File: config.mk
export PLATFORM = sky130hd
export DESIGN_NAME = stt_ctrl
export DESIGN_NICKNAME = d
export VERILOG_FILES = /design/src/stt_pkg.sv /design/src/stt_ctrl.sv
export VERILOG_INCLUDE_DIRS = /design/src /design/src/src
export SDC_FILE = /design/constraint.sdc
export NUM_CORES = 1
export LEC_CHECK = 0
export BUFFER_PORTS_ARGS = -buffer_cell sky130_fd_sc_hd__clkbuf_2
export CORE_AREA = 2 2 39 41
export DETAILED_ROUTE_END_ITERATION = 12
export DIE_AREA = 0 0 41 43
export GPL_TIMING_DRIVEN = 0
export PLACE_DENSITY = 0.36
export SYNTH_ARGS = -nofsm -noshare
export SYNTH_HDL_FRONTEND = slang
export SYNTH_SLANG_ARGS = --single-unit
File: constraint.sdc
create_clock -name clk_i -period 0.9 [get_ports clk_i]
set_input_delay 0.09 -clock clk_i [delete_from_list [all_inputs] [get_ports clk_i]]
set_output_delay 0.09 -clock clk_i [all_outputs]
set_load 0.005 [all_outputs]
File: src/assert_macros.svh
// Assertion helpers shared by the RTL files.
`ifndef ASSERT_MACROS_SVH
`define ASSERT_MACROS_SVH

// Property must hold at every clock edge outside reset.
`define ASSERT_IMPL(lbl, clk, rst_n, prop) \
  lbl: assert property (@(posedge clk) disable iff (!rst_n) (prop)) \
    else $error("%m: assertion failed");

// Condition must never be true outside reset.
`define ASSERT_NEVER(lbl, clk, rst_n, cond) \
  lbl: assert property (@(posedge clk) disable iff (!rst_n) !(cond)) \
    else $error("%m: forbidden condition seen");

`endif

File: src/stt_pkg.sv
`timescale 1ns / 1ps
package stt_pkg;

  localparam int unsigned SLOTS = 1024;
  localparam int unsigned IDX_W = $clog2(SLOTS);

  localparam logic [1:0] OP_LOOKUP = 2'd0;
  localparam logic [1:0] OP_ENTER  = 2'd1;
  localparam logic [1:0] OP_CLEAR  = 2'd2;

  localparam logic [1:0] KIND_EXACT = 2'd0;
  localparam logic [1:0] KIND_LOWER = 2'd1;
  localparam logic [1:0] KIND_UPPER = 2'd2;

  // Input item, first field in the highest bits.
  typedef struct packed {
    logic [1:0]         entry_kind;
    logic signed [15:0] entry_score;
    logic signed [15:0] upper_window;
    logic signed [15:0] lower_window;
    logic [5:0]         search_depth;
    logic               side;
    logic [31:0]        key;
    logic [1:0]         op;
  } item_t;

  localparam int unsigned ITEM_W   = $bits(item_t);
  localparam int unsigned S_DATA_W = ((ITEM_W + 7) / 8) * 8;
  localparam int unsigned RES_W    = 18;
  localparam int unsigned M_DATA_W = ((RES_W + 7) / 8) * 8;

  // One slot as held in the table RAM.
  typedef struct packed {
    logic               valid;
    logic [31:0]        key;
    logic [5:0]         depth;
    logic signed [15:0] score;
    logic [1:0]         kind;
  } entry_t;

  localparam int unsigned ENTRY_W = $bits(entry_t);

  typedef struct packed {
    logic accept;
    logic exec;
    logic sweep;
  } cmd_t;

  typedef struct packed {
    logic out_free;
    logic is_clear;
    logic sweep_last;
  } status_t;

endpackage

File: src/stt_ctrl.sv
`timescale 1ns / 1ps
`include "assert_macros.svh"
module stt_ctrl (
  input  logic             clk_i,
  input  logic             rst_ni,
  input  logic             s_axis_tvalid,
  output logic             s_axis_tready,
  input  stt_pkg::status_t status_i,
  output stt_pkg::cmd_t    cmd_o
);

  typedef enum logic [1:0] {
    ST_SWEEP,
    ST_IDLE,
    ST_EXEC
  } state_e;

  state_e state_q, state_d;

  always_comb begin
    state_d = state_q;
    case (state_q)
      ST_SWEEP: begin
        if (status_i.sweep_last) begin
          state_d = ST_IDLE;
        end
      end
      ST_IDLE: begin
        if (s_axis_tvalid) begin
          state_d = ST_EXEC;
        end
      end
      ST_EXEC: begin
        if (status_i.out_free) begin
          state_d = status_i.is_clear ? ST_SWEEP : ST_IDLE;
        end
      end
      default: state_d = ST_SWEEP;
    endcase
  end

  always_ff @(posedge clk_i or negedge rst_ni) begin
    if (!rst_ni) begin
      state_q <= ST_SWEEP;
    end else begin
      state_q <= state_d;
    end
  end

  assign s_axis_tready = (state_q == ST_IDLE);
  assign cmd_o.accept  = (state_q == ST_IDLE) && s_axis_tvalid;
  assign cmd_o.exec    = (state_q == ST_EXEC);
  assign cmd_o.sweep   = (state_q == ST_SWEEP);

  `ASSERT_IMPL(a_accept_then_exec, clk_i, rst_ni, cmd_o.accept |=> state_q == ST_EXEC)
  `ASSERT_IMPL(a_clear_starts_sweep, clk_i, rst_ni,
               (cmd_o.exec && status_i.out_free && status_i.is_clear) |=> state_q == ST_SWEEP)
  `ASSERT_NEVER(a_stall_leaves_exec, clk_i, rst_ni,
                $past(cmd_o.exec && !status_i.out_free) && state_q != ST_EXEC)

endmodule

==> results.py <==
metrics = {
    "cells_and_area": {
        "mostFrequentLayoutCells": "clkbuf_2 (5), nor2_1 (3), clkbuf_4 (3), buf_2 (3), buf_6 (2)",
        "layout_commonest_cell": "clkbuf_2",
        "final_nets": 36,
        "area_delta_synth_final_pct": 108,
        "top_regs": "state_q (2)",
        "antenna_cells": 0,
        "drive_gt1_share_pct": 64.3,
        "largest_reg_flops": 2,
        "largest_register": "state_q",
        "n_fill_cell": 155,
    },
    "route": {
        "via_count": 141,
        "via_per_inst": 3.20,
        "wl_um": 355,
        "drcViolationCount": 0,
        "first_pass_iters": 1,
        "ant_nets": 0,
        "wl_per_cell_um": 8.07,
        "drt-initial-drc-count": 0,
    },
    "floorplan": {
        "io_pins": 10,
        "dieArea_um2": 1760,
        "fp.dieW_um": 41,
        "start_util_pct": 8.59,
        "core-area_um2": 1380,
        "dieHeight_um": 43,
        "rows": 14,
    },
    "run": {
        "maxCapViolCount": 0,
    },
    "sta": {
        "worst_pin_slew_ps": 183,
        "skew_ps": 0.716,
        "setup_slack_ps": -122,
        "slew_headroom_pct": 87.8,
        "final_max_slew_viol_count": 0,
        "max_clock_freq_mhz": 979,
        "setup_violations": 6,
        "hold_viol": 0,
        "rsz0062_at_grt": "yes",
        "period_needed_ps": 1020,
        "timing.hold.ws_ps": 83.6,
        "post-route-period-util_pct": 114,
    },
    "cts": {
        "cts_tree": "done",
        "clock-root-buffer": "clkbuf_4",
        "clock_latency_ps": 220,
        "htree_levels": 1,
        "cts_buffers": 3,
        "path_clk_slew_ps": 30,
        "cts.path.max_buffers": 2,
        "clkSinkCount": 2,
    },
    "yosys": {
        "ys_seq_area_share_pct": 42.1,
        "syn_area_um2": 119,
        "ys_warn_count": 0,
        "ys_ff_latch": 2,
        "postSynthAreaPerCell_um2": 9.14,
        "synth_fp_nets": 19,
        "synth_top_area_cell": "dfrtp_1",
        "netlist_instances": 13,
        "synth_cell_types": 10,
        "synth_top_area_share_pct": 42.1,
        "synthTopCellsByArea": "dfrtp_1 (42%), o32ai_2 (14%), nor2_1 (9.5%)",
    },
    "outcome": {
        "status": "complete, but fails checks",
        "violations": "setup timing",
    },
    "grt": {
        "grt_start_max_net_pins": 7,
        "antenna_found_initial": 0,
        "grt_use_total_pct": 5.32,
        "grt_pass1_wl_um": 572,
        "overflow": 0,
        "grt_pass1_vias": 159,
    },
    "setup_path": {
        "crit_type": "reg2out",
        "reg2regPathDepth": 3,
        "worstPathCellList": "nand2b_4, inv_2, buf_6",
        "r2r-end": "state_q[1]",
        "crit_path_max_incr_delay_ps": 420,
        "start_kind": "flip-flop",
        "cp.required_ps": 810,
        "crit_path_end_kind": "primary output",
        "cp_data_arrival_time_ps": 930,
        "r2r_setup_slack_ps": -50,
        "r2r_start": "state_q[0]",
        "cp_max_fo": 6,
        "slowest_stage": "dfrtp_1",
    },
    "power_and_ir_drop": {
        "power_density_nw_per_um2": 3180,
        "p_total_mw": 0.788,
        "leakage_nw": 0.127,
        "ir_worst_vdd_uv": 1010,
    },
    "worst_hold_path": {
        "hold_end": "state_q[1]",
        "worstHoldPathCells": 2,
        "min_path_type": "in2reg",
        "worstHoldStart": "status_i[2]",
    },
    "place": {
        "portBuffers": 9,
        "gp_congestion": 0.624,
    },
}
-- worst max-delay path: cells and delay by family, from the launching register on --
kind                   cells  cell delay (ps)
AND/OR/NAND/NOR            1              170
buffers and inverters      2              130
flip-flops                 1              420
-- repair_timing --
action,in CTS,in global routing
pin swaps,1,1
cloned,0,0
hold endpoints to repair,2,0
gates resized for setup,4,5
hold buffers,1,0
setup buffers,2,0
endpoints found under the setup margin,5,6
-- stage by stage --
| step | utilization, % | instance area, um^2 | setup WS [ps] | TNS, ps | instances |
|---|---|---|---|---|---|
| global route | 17.9 | 248 | -162 | -764 | 44 |
| global placement | 13.3 | 184 | 19.6 | 0 | 38 |
| floorplan | - | 119 | 53.6 | 0 | 13 |
| CTS | 17.5 | 241 | -142 | -544 | 44 |
| detailed placement | 13.3 | 184 | -0.266 | -0.266 | 38 |
| finish | 17.9 | 248 | -122 | -474 | 44 |
-- cell type report --
type | count | area (um^2) | share of cell area, %
clock buffers | 3 | 22.5 | 9.09
repair buffers | 12 | 80.1 | 32.3
well taps | 16 | 20.0 | 8.08
inverters | 1 | 3.75 | 1.52
flip-flops and latches | 2 | 51.3 | 20.7
multi-input cells | 10 | 70.1 | 28.3
-- cells by family (layout without fill, tap and decap cells) --
| logic type | Yosys count | in the layout | share of synthesized area [%] |
|---|---|---|---|
| buffers and inverters | 1 | 16 | 3.15 |
| and+or+nand+nor | 8 | 8 | 35.8 |
| DFF | 2 | 2 | 42.1 |
| AOI/OAI and AO/OA | 2 | 2 | 19.0 |
-- synthesized netlist by cell type --
library cell  number
nor2_1             3
dfrtp_1            2
and2_1             1
inv_1              1
nand2_1            1
nand2b_1           1
nand2b_2           1
nor2b_1            1
o22ai_1            1
o32ai_2            1
-- how the worst max path moves through the flow --
stage / cells past startpoint / from / to
finish: 3 / state_q[0] / cmd_o[1]
global route: 3 / state_q[0] / cmd_o[2]
CTS: 3 / state_q[0] / cmd_o[1]
detailed placement: 2 / state_q[0] / state_q[0]
global placement: 2 / state_q[0] / state_q[0]
floorplan: 2 / state_q[0] / state_q[0]
-- where the power goes --
part	total (mW)	switching (mW)	internal, mW
registers	0.212	0.0737	0.138
logic	0.379	0.134	0.245
clock network	0.197	0.0499	0.147
total	0.788	0.257	0.530
-- metal layers --
| metal | up-vias | GRT usage (%) | wire (um) |
|---|---|---|---|
| met1 | 58 | 6.73 | 169 |
| li1 | 73 | - | - |
| met2 | 10 | 5.00 | 129 |
| met3 | 0 | 5.24 | 56 |
| met4 | 0 | 4.00 | 0 |
| met5 | - | 0 | 0 |
(Power assumes the default switching activity.)
